$ cat src/hdl/s5ch_pkg.sv
// Package for the SOCKS5 client handshake unit: protocol byte values, input kind
// codes, status codes, register indexes and the controller/datapath interface types.
// Has no dependencies; every other file refers to it by scoped names.
package s5ch_pkg;

	localparam int NAME_DEPTH_DEF = 256;

	// Input item kinds.
	localparam logic [1:0] KIND_EMPTY = 2'd0;
	localparam logic [1:0] KIND_BYTE  = 2'd1;
	localparam logic [1:0] KIND_NAME  = 2'd2;

	// Result status codes.
	localparam logic [2:0] ST_NEED       = 3'd0;
	localparam logic [2:0] ST_DONE       = 3'd1;
	localparam logic [2:0] ST_UNEXPECTED = 3'd2;
	localparam logic [2:0] ST_AUTH       = 3'd3;
	localparam logic [2:0] ST_CONNECT    = 3'd4;

	// Configuration register indexes.
	localparam logic REG_REMOTE_PORT = 1'b0;
	localparam logic REG_NAME_LENGTH = 1'b1;

	// Protocol byte values.
	localparam logic [7:0] SOCKS_VER     = 8'h05;
	localparam logic [7:0] CMD_CONNECT   = 8'h01;
	localparam logic [7:0] RSV_BYTE      = 8'h00;
	localparam logic [7:0] ATYP_IPV4     = 8'h01;
	localparam logic [7:0] ATYP_DOMAIN   = 8'h03;
	localparam logic [7:0] ATYP_IPV6     = 8'h04;
	localparam logic [7:0] METHOD_NONE   = 8'h00;
	localparam logic [7:0] METHOD_REJECT = 8'hFF;
	localparam logic [7:0] REPLY_OK      = 8'h00;
	localparam logic [7:0] NMETHODS_ONE  = 8'h01;

	localparam logic [3:0] PKT_LEN_MAX = 4'd15;

	// Commands from the controller to the datapath.
	typedef struct packed {
		logic       take_byte;
		logic       clear_pkt;
		logic       store_wr;
		logic       load_greet;
		logic       load_status;
		logic [2:0] load_st;
		logic       start_emit;
		logic       emit_run;
	} dp_cmd_t;

	// Status from the datapath to the controller.
	typedef struct packed {
		logic       out_free;
		logic [2:0] meth_st;
		logic [2:0] reply_st;
		logic       word_done;
		logic       msg_last;
	} dp_stat_t;

endpackage

$ cat src/hdl/socks5_client_handshake_unit.sv
// Top level of the SOCKS5 client handshake unit (no authentication, CONNECT by
// domain name). Depends on s5ch_pkg, s5ch_ctrl, s5ch_datapath and s5ch_ram.
//
// Usage: each input transaction is a received byte (kind 1, packet_end marks
// the last byte of a packet), an empty packet end (kind 0), or a write of one
// domain name byte into the name store (kind 2). Before starting, write the
// name bytes and the two configuration registers (remote port, name length)
// through the cfg_we/cfg_index/cfg_data port while the unit is idle.
// Each packet end yields result transactions on the output channel: the
// greeting 05 01 00, a status after each reply check, or the CONNECT request
// split into runs of up to eight bytes, the final run marked by run_last.
// A greeting or status result appears in the output register on the cycle
// following the input that closes its packet, so the unit sustains one input
// per cycle while the receiver keeps up and no request is emitted. The CONNECT
// request, 7 + name_length bytes, is assembled one byte per cycle, since the
// name store has one read port, and stalls on a busy output register; input
// is not accepted. Reset clears the configuration, the protocol phase and the
// packet capture; the name store holds no reset value and must be written
// before use. When the receiver stalls, the finished result is held and no new
// input is taken until the output register can be reloaded.
module socks5_client_handshake_unit #(
	parameter int NAME_DEPTH = s5ch_pkg::NAME_DEPTH_DEF
) (
	input  logic        clk,
	input  logic        arst_n,
	input  logic        cfg_we,
	input  logic        cfg_index,
	input  logic [15:0] cfg_data,
	input  logic        in_valid,
	output logic        in_ready,
	input  logic [1:0]  kind,
	input  logic [7:0]  data_byte,
	input  logic        packet_end,
	input  logic [7:0]  name_index,
	output logic        out_valid,
	input  logic        out_ready,
	output logic [63:0] tx_bytes,
	output logic [3:0]  tx_count,
	output logic [2:0]  status,
	output logic        run_last
);

	s5ch_pkg::dp_cmd_t  cmd;
	s5ch_pkg::dp_stat_t stat;

	// The controller owns the protocol phase and decides what each transaction does.
	s5ch_ctrl u_ctrl (
		.clk        (clk),
		.arst_n     (arst_n),
		.in_valid   (in_valid),
		.in_ready   (in_ready),
		.kind       (kind),
		.packet_end (packet_end),
		.stat       (stat),
		.cmd        (cmd)
	);

	// The datapath captures packets, checks replies and builds every result.
	s5ch_datapath #(
		.NAME_DEPTH(NAME_DEPTH)
	) u_datapath (
		.clk        (clk),
		.arst_n     (arst_n),
		.cfg_we     (cfg_we),
		.cfg_index  (cfg_index),
		.cfg_data   (cfg_data),
		.data_byte  (data_byte),
		.name_index (name_index),
		.cmd        (cmd),
		.stat       (stat),
		.out_valid  (out_valid),
		.out_ready  (out_ready),
		.tx_bytes   (tx_bytes),
		.tx_count   (tx_count),
		.status     (status),
		.run_last   (run_last)
	);

endmodule

$ cat src/hdl/s5ch_ram.sv
// Generic single-port-write, single-port-read RAM with a registered read.
// No dependencies.
module s5ch_ram #(
	parameter int WIDTH = 8,
	parameter int DEPTH = 256
) (
	input  logic                                   clk,
	input  logic                                   we,
	input  logic [((DEPTH > 1) ? $clog2(DEPTH) : 1)-1:0] wr_addr,
	input  logic [WIDTH-1:0]                       wr_data,
	input  logic [((DEPTH > 1) ? $clog2(DEPTH) : 1)-1:0] rd_addr,
	output logic [WIDTH-1:0]                       rd_data
);

	logic [WIDTH-1:0] mem_q [DEPTH];
	logic [WIDTH-1:0] rd_data_q;

	always_ff @(posedge clk) begin
		if (we) begin
			mem_q[wr_addr] <= wr_data;
		end
		rd_data_q <= mem_q[rd_addr];
	end

	assign rd_data = rd_data_q;

endmodule

$ cat src/hdl/s5ch_datapath.sv
// Datapath of the SOCKS5 client handshake unit: configuration registers, packet
// capture, reply checks, domain name store, request assembly and result register.
// Depends on s5ch_pkg and s5ch_ram.
module s5ch_datapath #(
	parameter int NAME_DEPTH = s5ch_pkg::NAME_DEPTH_DEF
) (
	input  logic               clk,
	input  logic               arst_n,
	input  logic               cfg_we,
	input  logic               cfg_index,
	input  logic [15:0]        cfg_data,
	input  logic [7:0]         data_byte,
	input  logic [7:0]         name_index,
	input  s5ch_pkg::dp_cmd_t  cmd,
	output s5ch_pkg::dp_stat_t stat,
	output logic               out_valid,
	input  logic               out_ready,
	output logic [63:0]        tx_bytes,
	output logic [3:0]         tx_count,
	output logic [2:0]         status,
	output logic               run_last
);

	localparam int AW = (NAME_DEPTH > 1) ? $clog2(NAME_DEPTH) : 1;
	localparam logic [8:0] DEPTH9 = 9'(NAME_DEPTH);

	logic [15:0] remote_port_q;
	logic [7:0]  name_len_q;

	logic [3:0] pkt_len_q;
	logic [7:0] first_q, second_q, atype_q;
	logic       anz_q;

	logic [3:0] len_nx, len_eff;
	logic [7:0] first_nx, second_nx, atype_nx;
	logic       anz_nx;
	logic [7:0] first_eff, second_eff, atype_eff;
	logic       anz_eff;

	logic [8:0]  pos_q, pos_nx, total, nm_idx, nm_nx;
	logic [63:0] acc_q, word;
	logic [2:0]  lane;
	logic [7:0]  tx_b;
	logic        nm_ok, last_byte, word_done, advance, push;
	logic        store_en;
	logic [7:0]  rd_data;

	logic        out_valid_q;
	logic [63:0] tx_bytes_q;
	logic [3:0]  tx_count_q;
	logic [2:0]  status_q;
	logic        run_last_q;

	// Configuration registers.
	always_ff @(posedge clk or negedge arst_n) begin
		if (!arst_n) begin
			remote_port_q <= '0;
			name_len_q    <= '0;
		end else if (cfg_we) begin
			if (cfg_index == s5ch_pkg::REG_REMOTE_PORT) begin
				remote_port_q <= cfg_data;
			end else begin
				name_len_q <= cfg_data[7:0];
			end
		end
	end

	// Packet capture: values after taking the incoming byte.
	always_comb begin
		len_nx    = (pkt_len_q == s5ch_pkg::PKT_LEN_MAX) ? pkt_len_q : pkt_len_q + 4'd1;
		first_nx  = (pkt_len_q == 4'd0) ? data_byte : first_q;
		second_nx = (pkt_len_q == 4'd1) ? data_byte : second_q;
		atype_nx  = (pkt_len_q == 4'd3) ? data_byte : atype_q;
		anz_nx    = anz_q | ((pkt_len_q >= 4'd4) && (pkt_len_q <= 4'd9) && (data_byte != 8'h00));
		len_eff    = cmd.take_byte ? len_nx : pkt_len_q;
		first_eff  = cmd.take_byte ? first_nx : first_q;
		second_eff = cmd.take_byte ? second_nx : second_q;
		atype_eff  = cmd.take_byte ? atype_nx : atype_q;
		anz_eff    = cmd.take_byte ? anz_nx : anz_q;
	end

	always_ff @(posedge clk or negedge arst_n) begin
		if (!arst_n) begin
			pkt_len_q <= '0;
			first_q   <= '0;
			second_q  <= '0;
			atype_q   <= '0;
			anz_q     <= 1'b0;
		end else if (cmd.clear_pkt) begin
			pkt_len_q <= '0;
			first_q   <= '0;
			second_q  <= '0;
			atype_q   <= '0;
			anz_q     <= 1'b0;
		end else if (cmd.take_byte) begin
			pkt_len_q <= len_nx;
			first_q   <= first_nx;
			second_q  <= second_nx;
			atype_q   <= atype_nx;
			anz_q     <= anz_nx;
		end
	end

	// Verdicts on the packet as it stands once the current byte is counted.
	always_comb begin
		if ((len_eff != 4'd2) || (first_eff != s5ch_pkg::SOCKS_VER)) begin
			stat.meth_st = s5ch_pkg::ST_UNEXPECTED;
		end else if (second_eff == s5ch_pkg::METHOD_REJECT) begin
			stat.meth_st = s5ch_pkg::ST_AUTH;
		end else if (second_eff != s5ch_pkg::METHOD_NONE) begin
			stat.meth_st = s5ch_pkg::ST_UNEXPECTED;
		end else begin
			stat.meth_st = s5ch_pkg::ST_NEED;
		end

		if (len_eff < 4'd4) begin
			stat.reply_st = s5ch_pkg::ST_UNEXPECTED;
		end else if (second_eff != s5ch_pkg::REPLY_OK) begin
			stat.reply_st = s5ch_pkg::ST_CONNECT;
		end else if (atype_eff == s5ch_pkg::ATYP_IPV4) begin
			stat.reply_st = ((len_eff != 4'd10) || anz_eff) ? s5ch_pkg::ST_UNEXPECTED
			                                                : s5ch_pkg::ST_DONE;
		end else if ((atype_eff == s5ch_pkg::ATYP_DOMAIN) ||
		             (atype_eff == s5ch_pkg::ATYP_IPV6)) begin
			stat.reply_st = s5ch_pkg::ST_UNEXPECTED;
		end else begin
			stat.reply_st = s5ch_pkg::ST_DONE;
		end
	end

	// Request assembly, one byte per cycle unless a full run waits for output.
	assign total     = {1'b0, name_len_q} + 9'd7;
	assign lane      = pos_q[2:0];
	assign last_byte = (pos_q == total - 9'd1);
	assign word_done = (lane == 3'd7) || last_byte;
	assign advance   = cmd.emit_run && (!word_done || stat.out_free);
	assign push      = cmd.emit_run && word_done && stat.out_free;
	assign nm_idx    = pos_q - 9'd5;
	assign nm_ok     = (nm_idx < DEPTH9);

	always_comb begin
		if (cmd.start_emit) begin
			pos_nx = '0;
		end else if (advance) begin
			pos_nx = pos_q + 9'd1;
		end else begin
			pos_nx = pos_q;
		end
	end

	// The read address always targets the name byte needed in the next cycle.
	assign nm_nx    = pos_nx - 9'd5;
	assign store_en = cmd.store_wr && ({1'b0, name_index} < DEPTH9);

	s5ch_ram #(
		.WIDTH(8),
		.DEPTH(NAME_DEPTH)
	) u_name_ram (
		.clk     (clk),
		.we      (store_en),
		.wr_addr (name_index[AW-1:0]),
		.wr_data (data_byte),
		.rd_addr (nm_nx[AW-1:0]),
		.rd_data (rd_data)
	);

	always_comb begin
		case (pos_q)
			9'd0:    tx_b = s5ch_pkg::SOCKS_VER;
			9'd1:    tx_b = s5ch_pkg::CMD_CONNECT;
			9'd2:    tx_b = s5ch_pkg::RSV_BYTE;
			9'd3:    tx_b = s5ch_pkg::ATYP_DOMAIN;
			9'd4:    tx_b = name_len_q;
			default: begin
				if (pos_q == total - 9'd2) begin
					tx_b = remote_port_q[15:8];
				end else if (last_byte) begin
					tx_b = remote_port_q[7:0];
				end else begin
					tx_b = nm_ok ? rd_data : 8'h00;
				end
			end
		endcase
	end

	always_comb begin
		word = acc_q;
		word[{lane, 3'b000} +: 8] = tx_b;
	end

	always_ff @(posedge clk) begin
		if (cmd.start_emit) begin
			acc_q <= '0;
		end else if (push) begin
			acc_q <= '0;
		end else if (advance) begin
			acc_q <= word;
		end
		pos_q <= pos_nx;
	end

	assign stat.word_done = word_done;
	assign stat.msg_last  = last_byte;
	assign stat.out_free  = !out_valid_q || out_ready;

	// Result register.
	always_ff @(posedge clk or negedge arst_n) begin
		if (!arst_n) begin
			out_valid_q <= 1'b0;
			tx_bytes_q  <= '0;
			tx_count_q  <= '0;
			status_q    <= '0;
			run_last_q  <= 1'b0;
		end else if (cmd.load_greet) begin
			out_valid_q <= 1'b1;
			tx_bytes_q  <= {40'd0, s5ch_pkg::RSV_BYTE, s5ch_pkg::NMETHODS_ONE,
			                s5ch_pkg::SOCKS_VER};
			tx_count_q  <= 4'd3;
			status_q    <= s5ch_pkg::ST_NEED;
			run_last_q  <= 1'b1;
		end else if (cmd.load_status) begin
			out_valid_q <= 1'b1;
			tx_bytes_q  <= '0;
			tx_count_q  <= '0;
			status_q    <= cmd.load_st;
			run_last_q  <= 1'b1;
		end else if (push) begin
			out_valid_q <= 1'b1;
			tx_bytes_q  <= word;
			tx_count_q  <= {1'b0, lane} + 4'd1;
			status_q    <= s5ch_pkg::ST_NEED;
			run_last_q  <= last_byte;
		end else if (out_ready) begin
			out_valid_q <= 1'b0;
		end
	end

	assign out_valid = out_valid_q;
	assign tx_bytes  = tx_bytes_q;
	assign tx_count  = tx_count_q;
	assign status    = status_q;
	assign run_last  = run_last_q;

endmodule

$ cat src/hdl/s5ch_ctrl.sv
// Controller of the SOCKS5 client handshake unit: protocol phase, input
// acceptance and sequencing of the request emission. Depends on s5ch_pkg.
module s5ch_ctrl (
	input  logic               clk,
	input  logic               arst_n,
	input  logic               in_valid,
	output logic               in_ready,
	input  logic [1:0]         kind,
	input  logic               packet_end,
	input  s5ch_pkg::dp_stat_t stat,
	output s5ch_pkg::dp_cmd_t  cmd
);

	typedef enum logic {
		S_IDLE,
		S_EMIT
	} state_t;

	typedef enum logic [1:0] {
		PH_GREET,
		PH_METHOD,
		PH_REPLY,
		PH_DONE
	} phase_t;

	state_t state_q, state_nx;
	phase_t phase_q, phase_nx;
	logic   accept, pkt_close;

	assign in_ready = (state_q == S_IDLE) && stat.out_free;
	assign accept   = in_valid && in_ready;
	assign pkt_close = accept && ((kind == s5ch_pkg::KIND_EMPTY) ||
	                              ((kind == s5ch_pkg::KIND_BYTE) && packet_end));

	always_comb begin
		cmd       = '0;
		state_nx  = state_q;
		phase_nx  = phase_q;
		cmd.take_byte = accept && (kind == s5ch_pkg::KIND_BYTE);
		cmd.store_wr  = accept && (kind == s5ch_pkg::KIND_NAME);
		cmd.clear_pkt = pkt_close;
		cmd.emit_run  = (state_q == S_EMIT);
		if (pkt_close) begin
			case (phase_q)
				PH_GREET: begin
					cmd.load_greet = 1'b1;
					phase_nx = PH_METHOD;
				end
				PH_METHOD: begin
					if (stat.meth_st == s5ch_pkg::ST_NEED) begin
						cmd.start_emit = 1'b1;
						phase_nx = PH_REPLY;
						state_nx = S_EMIT;
					end else begin
						cmd.load_status = 1'b1;
						cmd.load_st     = stat.meth_st;
					end
				end
				PH_REPLY: begin
					cmd.load_status = 1'b1;
					cmd.load_st     = stat.reply_st;
					if (stat.reply_st == s5ch_pkg::ST_DONE) begin
						phase_nx = PH_DONE;
					end
				end
				default: begin
					cmd.load_status = 1'b1;
					cmd.load_st     = s5ch_pkg::ST_DONE;
				end
			endcase
		end
		if ((state_q == S_EMIT) && stat.word_done && stat.msg_last && stat.out_free) begin
			state_nx = S_IDLE;
		end
	end

	always_ff @(posedge clk or negedge arst_n) begin
		if (!arst_n) begin
			state_q <= S_IDLE;
			phase_q <= PH_GREET;
		end else begin
			state_q <= state_nx;
			phase_q <= phase_nx;
		end
	end

endmodule

$ cat config.mk
export PLATFORM = sky130hd
export DESIGN_NAME = socks5_client_handshake_unit
export DESIGN_NICKNAME = d
export VERILOG_FILES = /design/src/hdl/s5ch_pkg.sv /design/src/hdl/socks5_client_handshake_unit.sv /design/src/hdl/s5ch_ram.sv /design/src/hdl/s5ch_datapath.sv /design/src/hdl/s5ch_ctrl.sv
export SDC_FILE = /design/constraint.sdc
export NUM_CORES = 2
export LEC_CHECK = 0
export ABC_AREA = 0
export BUFFER_PORTS_ARGS = -buffer_cell sky130_fd_sc_hd__buf_2
export CAP_MARGIN = 0
export CORE_MARGIN = 4
export CORE_UTILIZATION = 25
export CTS_CLUSTER_SIZE = 40
export DETAILED_ROUTE_END_ITERATION = 10
export GPL_ROUTABILITY_DRIVEN = 0
export PLACE_DENSITY = 0.41
export RECOVER_POWER = 25
export SLEW_MARGIN = 20
export SYNTH_ARGS = -nofsm -noshare
export SYNTH_HDL_FRONTEND = slang
export SYNTH_SLANG_ARGS = --single-unit
$ cat constraint.sdc
create_clock -name clk -period 7.18 [get_ports clk]
set_clock_uncertainty 0.2 [all_clocks]
set_input_delay 1.436 -clock clk [delete_from_list [all_inputs] [get_ports clk]]
set_output_delay 1.436 -clock clk [all_outputs]
set_load 0.02 [all_outputs]
=== Yosys cells after proc, flatten, opt, wreduce, memory -nomap -nowiden ===
Memory sizes are Yosys's and may differ from the RTL's. A register that Yosys moved wholly into a read port is not among the register bits.
Cells that the tools add are included.

* Flip-flop bits (word level): 202
* Latch bits: 0
* Memory bits (writable): 2048
* Bits in read-only memories: 0
* Bits of input ports: 41
* Output and inout bits: 74
* Word-level logic and storage cells: 159
* Memories kept: 1

* Add/subtract/negate cells: 9
* Multipliers: 0
* Divide/modulo/power cells: 0
* Magnitude comparators: 4
* Equal/unequal tests: 24
* Shift operators: 2
* Mux-type cells: 60
* Bitwise operators: 3
* Reductions and logical operators: 40

{| class="wikitable"
|+ Memories
! name !! words !! bits a word !! rd ports !! clocked after memory_dff !! wr ports !! RTL line !! source
|-
| u_datapath.u_name_ram.mem_q || 256 || 8 || 1 || 1 || 1 || s5ch_ram.sv:15 || <nowiki>logic [WIDTH-1:0] mem_q [DEPTH];</nowiki>
|}

{| class="wikitable"
|+ Operators by type and width
! cell !! number
|-
| $mux 64 || 3
|-
| $mux 8 || 12
|-
| $bwmux 64 || 1
|-
| $shift 8x8->64 const A || 1
|-
| $shiftx 8x8->64 || 1
|-
| $pmux 8 s5 || 1
|-
| $mux 4 || 7
|-
| $mux 3 || 8
|-
| $eq 9x2->1 const B || 2
|-
| $eq 9x9->1 || 2
|-
| $mux 1 || 18
|-
| $mux 9 || 2
|-
| $reduce_bool 8->1 || 2
|-
| $logic_and 1x1->1 || 13
|-
| $pmux 4 s3 || 1
|-
| $mux 2 || 5
|-
| $add 8x3->9 const B || 1
|-
| $add 9x1->9 const B || 1
|-
| $eq 9x1->1 const B || 1
|-
| $eq 9x3->1 const B || 1
|-
| $logic_not 9->1 || 1
|-
| $lt 9x9->1 const B || 1
|-
| $sub 9x1->9 const B || 1
|-
| $sub 9x2->9 const B || 1
|-
| 39 further kinds || 55
|}

=== Longest topological paths before layout ===
* Word-level depth: 16
* Mapped depth: 30
* Depth with buffers taken out: 22

=== Cells and area by module ===
A second synthesis with hierarchy kept.

* Cells, all modules: 4836
* Area, all modules: 89744.8 um^2

{| class="wikitable"
|+ By module, submodules not included
! module !! instances !! cells each !! area each (um^2) !! seq. area each (um^2)
|-
| s5ch_ram || 1 || 3733 || 79556.3 || 61659.1
|-
| s5ch_datapath || 1 || 1065 || 9820.7 || 4614.4
|-
| s5ch_ctrl || 1 || 38 || 367.9 || 75.1
|}

=== Least setup slack after synthesis ===
OpenSTA, ideal clock, no wires.

* Kind: input-to-reg
* Start point: input data_byte[4]
* End point: register u_datapath.u_name_ram.rd_data_q[3] (netlist: u_datapath.u_name_ram.rd_data[3]) (read register of u_datapath.u_name_ram.mem_q)
* Arrival time: 7.618 ns
* Required time: 6.852 ns
* Slack: -0.766 ns
* Cell stages on the path: 24
* Cells stage by stage: or4_1 nor3_1 nand3_1 mux2i_1 nand3_1 nor4b_2 nor2_1 a21o_1 inv_2 buf_4 buf_2 buf_2 buf_2 ha_1 buf_2 buf_1 clkbuf_1 clkbuf_1 clkbuf_1 mux4_2 a221oi_1 o22ai_1 a2bb2oi_1 nand4b_1

* Cells in the longest elaborated chain, start to end: 12
* Elaborated cells on any way between the ends: 17
* Those cells by class: 1 x add/sub; 2 x eq/ne; 11 x mux; 3 x reduce/logical

{| class="wikitable"
|+ Ends and longest elaborated chain
! what !! RTL line !! source
|-
| start, declared || socks5_client_handshake_unit.sv:32 || <nowiki>input logic [7:0] data_byte,</nowiki>
|-
| $mux 8 || s5ch_datapath.sv:72 || <nowiki>second_nx = (pkt_len_q == 4'd1) ? data_byte : second_q;</nowiki>
|-
| $mux 8 || - ||
|-
| $reduce_bool 8->1 || s5ch_datapath.sv:110 || <nowiki>end else if (second_eff != s5ch_pkg::METHOD_NONE) begin</nowiki>
|-
| $mux 2 || s5ch_datapath.sv:110 ||
|-
| $mux 3 || s5ch_datapath.sv:108 || <nowiki>end else if (second_eff == s5ch_pkg::METHOD_REJECT) begin</nowiki>
|-
| $mux 3 * || s5ch_datapath.sv:106 || <nowiki>if ((len_eff != 4'd2) || (first_eff != s5ch_pkg::SOCKS_VER)) begin</nowiki>
|-
| $logic_not 3->1 * || s5ch_ctrl.sv:50 || <nowiki>if (stat.meth_st == s5ch_pkg::ST_NEED) begin</nowiki>
|-
| $mux 1 * || s5ch_ctrl.sv:50 ||
|-
| $mux 1 * || s5ch_ctrl.sv:44 || <nowiki>case (phase_q)</nowiki>
|-
| $mux 6 * || s5ch_ctrl.sv:43 || <nowiki>if (pkt_close) begin</nowiki>
|-
| $mux 9 * || s5ch_datapath.sv:142 || <nowiki>if (cmd.start_emit) begin</nowiki>
|-
| named net u_datapath.pos_nx[0] || s5ch_datapath.sv:40 || <nowiki>logic [8:0] pos_q, pos_nx, total, nm_idx, nm_nx;</nowiki>
|-
| $sub 8x3->8 * || s5ch_datapath.sv:152 || <nowiki>assign nm_nx = pos_nx - 9'd5;</nowiki>
|-
| end, declared || s5ch_ram.sv:16 || <nowiki>logic [WIDTH-1:0] rd_data_q;</nowiki>
|}

The timed path passes the listed nets; every way through them passes the cells marked *.
A chain may end at the register's enable or synchronous reset.

=== Worst setup path in the final report ===
* Start point: register u_datapath.name_len_q[0]
* End point: register u_datapath.u_name_ram.rd_data_q[2] (netlist: u_datapath.u_name_ram.rd_data[2]) (read register of u_datapath.u_name_ram.mem_q)

* Cells in the longest elaborated chain, start to end: 10

{| class="wikitable"
|+ Ends and longest elaborated chain
! what !! RTL line !! source
|-
| start, declared || s5ch_datapath.sv:28 || <nowiki>logic [7:0] name_len_q;</nowiki>
|-
| start signal, assigned || s5ch_datapath.sv:63 || <nowiki>name_len_q <= cfg_data[7:0];</nowiki>
|-
| $add 8x3->9 || s5ch_datapath.sv:132 || <nowiki>assign total = {1'b0, name_len_q} + 9'd7;</nowiki>
|-
| $sub 9x1->9 || s5ch_datapath.sv:134 || <nowiki>assign last_byte = (pos_q == total - 9'd1);</nowiki>
|-
| $eq 9x9->1 || s5ch_datapath.sv:134 ||
|-
| $logic_or 1x1->1 || s5ch_datapath.sv:135 || <nowiki>assign word_done = (lane == 3'd7) || last_byte;</nowiki>
|-
| $logic_not 1->1 || s5ch_datapath.sv:136 || <nowiki>assign advance = cmd.emit_run && (!word_done || stat.out_free);</nowiki>
|-
| $logic_or 1x1->1 || s5ch_datapath.sv:136 ||
|-
| $logic_and 1x1->1 || s5ch_datapath.sv:136 ||
|-
| $mux 9 || s5ch_datapath.sv:144 || <nowiki>end else if (advance) begin</nowiki>
|-
| $mux 9 || s5ch_datapath.sv:142 ||
|-
| $sub 8x3->8 || s5ch_datapath.sv:152 ||
|}

Every way passes these cells.

==> out/results.ini <==
[yosys]
synthFlopType=edfxtp_1
synthTopCellsByArea=edfxtp_1 (69%), mux4_2 (13%), dfrtp_1 (3.6%)
async_flop_share_pct=5.713
netlist_area_mm2=0.08906
yosysTopAreaCell=edfxtp_1
synth_seq_area_share_pct=74.50
ys_ff_latch=2258
synth_edf_count=2048
syn_inst=4752
yosys.cell_types.count=87
yosys_warnings=0
synth_nets=4812
netlist.area_leader.share_pct=69.06
syn_area_per_cell_um2=18.74

[cts]
clockRootBuffer=clkbuf_16
cts_max_level=4
clkSinkCount=2258
path_clk_slew_ns=0.06
clk_latency_ns=0.87
cts_buffers=244
cts_tree=done
cts.path.max_buffers=4

[worst_setup_path]
reg2regPathDepth=23
cp_slowest_cell=a2111oi_0
path_cells=inv_1 -> ha_1 -> xnor2_1 -> ha_1 -> and4_1 -> o21ai_0 -> nand2_1 -> nand4_1 -> a31o_1 -> a2111oi_4 -> buf_4 -> nor2_4 -> mux2i_1 -> or2_2 -> ha_4 -> buf_12 -> buf_6 -> mux4_2 -> and2_1 -> a2111oi_0 -> or4_1 -> o21ai_0 -> nand4b_1
r2r_end=u_datapath.u_name_ram.rd_data[2]
cp_max_fo=19
rr_startpoint=u_datapath.name_len_q[0]
criticalPathCategory=flip-flop to flip-flop
crit_required_ns=7.75
start_kind=flip-flop
end_kind=flip-flop
regToRegSetupSlack_ns=0.40
critPathArrivalTime_ns=7.34
slowest_delay_ns=0.57

[cells_and_area]
area_delta_synth_final_pct=18.16
drive_above_1_share_pct=25.53
nNetsFinal=5231
fin_cells=10100

[grt]
grt_start_max_net_pins=186
grt_pass1_vias=48230
grt.overflow.total=0
track_usage_pct=14.45
antenna_found_initial=29
grt_pass1_wl_um=380700

[timing]
setup_tns_ns=0
slew_violations=1027
period_share_pct=94.38
hold_viol_final=0
hold_slack_ns=0.2726
worstMarginPinSlew_ns=3.747
relSlewSlack_pct=-149.8
timing.fmax_mhz=147.6
rsz0062_at_grt=no
layout_min_cycle_time_ns=6.777
setup_viol_count_final=0

[floorplan]
ios=115
die_w_um=604.8
die_area_mm2=0.3658
fp.dieH_um=604.8
rows=218
initial_core_util_pct=25.17
coreArea_mm2=0.3538

[power]
p_leak_nw=33.45
irDropWorstVdd_mv=0.1997
power_density_mw_per_mm2=328.4

[route]
drt_iter0_drc=4481
route.detailed.drc=0
wl_per_cell_um=26.82
vias_per_cell=4.662
via_count=47100
wirelength_um=271000
ant_nets=0
first_pass_iters=5

[placement]
dp_hpwl_um=172800
portBuffers=114
placed_cells=9655

[worst_hold_path]
min_to=u_datapath.tx_bytes[32]
min_path_type=flip-flop to flip-flop
min_from=u_datapath.tx_bytes[32]
hold_depth=2

[outcome]
violations=max-capacitance violations, max-slew violations
run_status=complete, but fails checks

[flow_run]
cap_violations=21

==> synthesized netlist by cell type, types with 5 or more instances <==
| cell | count |
|---|---|
| nand2_1 | 235 |
| o21ai_0 | 110 |
| nand4_1 | 40 |
| o211ai_1 | 7 |
| mux2_2 | 32 |
| and2_1 | 13 |
| or4_1 | 9 |
| nor3_1 | 34 |
| xor2_1 | 11 |
| o2111ai_1 | 9 |
| o22ai_1 | 46 |
| nor2_1 | 466 |
| a31oi_1 | 7 |
| mux2i_1 | 51 |
| a22o_1 | 95 |
| a2111oi_0 | 10 |
| o31ai_1 | 5 |
| nand2b_1 | 9 |
| dfrtp_1 | 129 |
| a2bb2oi_1 | 12 |
| buf_1 | 29 |
| nor2b_1 | 14 |
| mux4_2 | 513 |
| dfxtp_1 | 81 |
| a22oi_1 | 7 |
| inv_1 | 29 |
| a21o_1 | 11 |
| nor4_1 | 9 |
| nand4b_1 | 7 |
| edfxtp_1 | 2048 |
| a211oi_1 | 60 |
| a21oi_1 | 88 |
| ha_1 | 19 |
| nand3_1 | 35 |
| buf_2 | 82 |
| a221oi_1 | 91 |
| clkbuf_1 | 177 |
| buf_4 | 7 |
| o22a_1 | 9 |
| xnor2_1 | 23 |
==> placed cells by master, fill, tap and decap left out, types with 19 or more instances in the layout <==
cell       instances
edfxtp_1        2048
mux4_2           513
nor2_1           464
buf_4            280
clkbuf_16        246
nand2_1          225
dfrtp_1          129
o21ai_0          110
buf_2            105
a22o_1            95
a221oi_1          91
a21oi_1           88
clkbuf_1          84
dfxtp_1           81
a211oi_1          59
clkinv_1          57
mux2i_1           51
clkinv_2          47
o22ai_1           46
buf_12            44
nand4_1           40
nor3_1            33
mux2_2            32
inv_1             29
nand3_1           29
xnor2_1           23
bufinv_16         19
==> flip-flops by register name (all words and copies together) (netlist names) <==
signal and cells:
u_datapath.u_name_ram.mem_q 2048, u_datapath.tx_count 4, u_datapath.anz_q 1, u_datapath.status 3, u_datapath.atype_q 8, u_datapath.pkt_len_q 4, u_datapath.pos_q 9, u_datapath.name_len_q 8
u_ctrl.phase_q 2, u_datapath.second_q 8, u_datapath.u_name_ram.rd_data 8, u_datapath.remote_port_q 16, u_datapath.acc_q 64, u_datapath.tx_bytes 64, u_ctrl.state_q 1, u_datapath.out_valid 1
u_datapath.first_q 8, u_datapath.run_last 1
==> how the worst max path moves through the flow <==
stage,start,endpoint,cells after the start
3_3_place_gp,data_byte[6],u_datapath.u_name_ram.rd_data[3],19
3_5_place_dp,data_byte[6],u_datapath.u_name_ram.rd_data[3],19
6_report,u_datapath.name_len_q[0],u_datapath.u_name_ram.rd_data[2],23
4_1_cts,u_datapath.name_len_q[0],u_datapath.u_name_ram.rd_data[3],23
2_1_floorplan,data_byte[4],u_datapath.u_name_ram.rd_data[0],23
5_1_grt,u_datapath.name_len_q[0],u_datapath.u_name_ram.rd_data[1],23
==> routing by layer <==
layer / share of wire, % / vias up / global-route usage, %
met3: 5.2 / 311 / 2.178
met4: 2.1 / 0 / 2.960
met5: 0 / - / 0
met2: 48 / 1252 / 23.75
li1: - / 20240 / -
met1: 44 / 25310 / 20.28
==> logic make-up after synthesis <==
kind of cell / after synthesis / synth area share, %
multiplexers: 597 / 13.97
flip-flops: 2258 / 74.50
buffers and inverters: 327 / 1.531
AND/OR/NAND/NOR: 909 / 4.452
adder cells (fa/ha/maj): 19 / 0.2669
XOR/XNOR: 36 / 0.3779
AO/OA/AOI/OAI: 606 / 4.902
==> worst max-delay path: cells and delay by family (launching register included) <==
kind            cells  cell delay, ns
compound gates      5            1.60
simple gates        8            1.58
fa+ha+maj           3            1.10
buf+inv             4            0.89
mux                 2            0.70
flops               1            0.39
xor+xnor            1            0.20
==> metrics by stage <==
step	power [mW]	util (%)	setup slack, ns	area [um2]
floorplan	19.11	-	0.0009401	89090
global placement	22.80	27.64	-0.5283	97780
detailed placement	22.79	27.64	-0.5319	97780
CTS	35.08	29.79	0.2497	105400
global route	35.99	29.74	0.05156	105200
finish	34.56	29.75	0.4034	105200
==> where the power goes <==
part           switching [mW]  leakage (nW)  total, mW  internal, mW
logic                    4.52          8.96       7.66          3.14
registers               0.211          20.8       14.7          14.5
clock network            5.22          3.71       12.2          6.96
==> final cells by class <==
cell class                      count  area [um2]
Timing Repair Buffer              469        3709
Fill cell                       34700      248500
Tap cell                         4730        5918
Clock inverter                    142        1204
Antenna cell                        7       17.52
Inverter                           31       123.9
Multi-Input combinational cell   2167       21510
Clock buffer                      300        6399
Sequential cell                  2258       66350
==> repair_timing <==
item / in CTS / in global routing
resized for setup: 0 / 2
hold buffers: 0 / 0
buffers inserted: 0 / 0
endpoints found under the setup margin: 0 / 2
No activity file was read; power rests on OpenSTA's default activity.
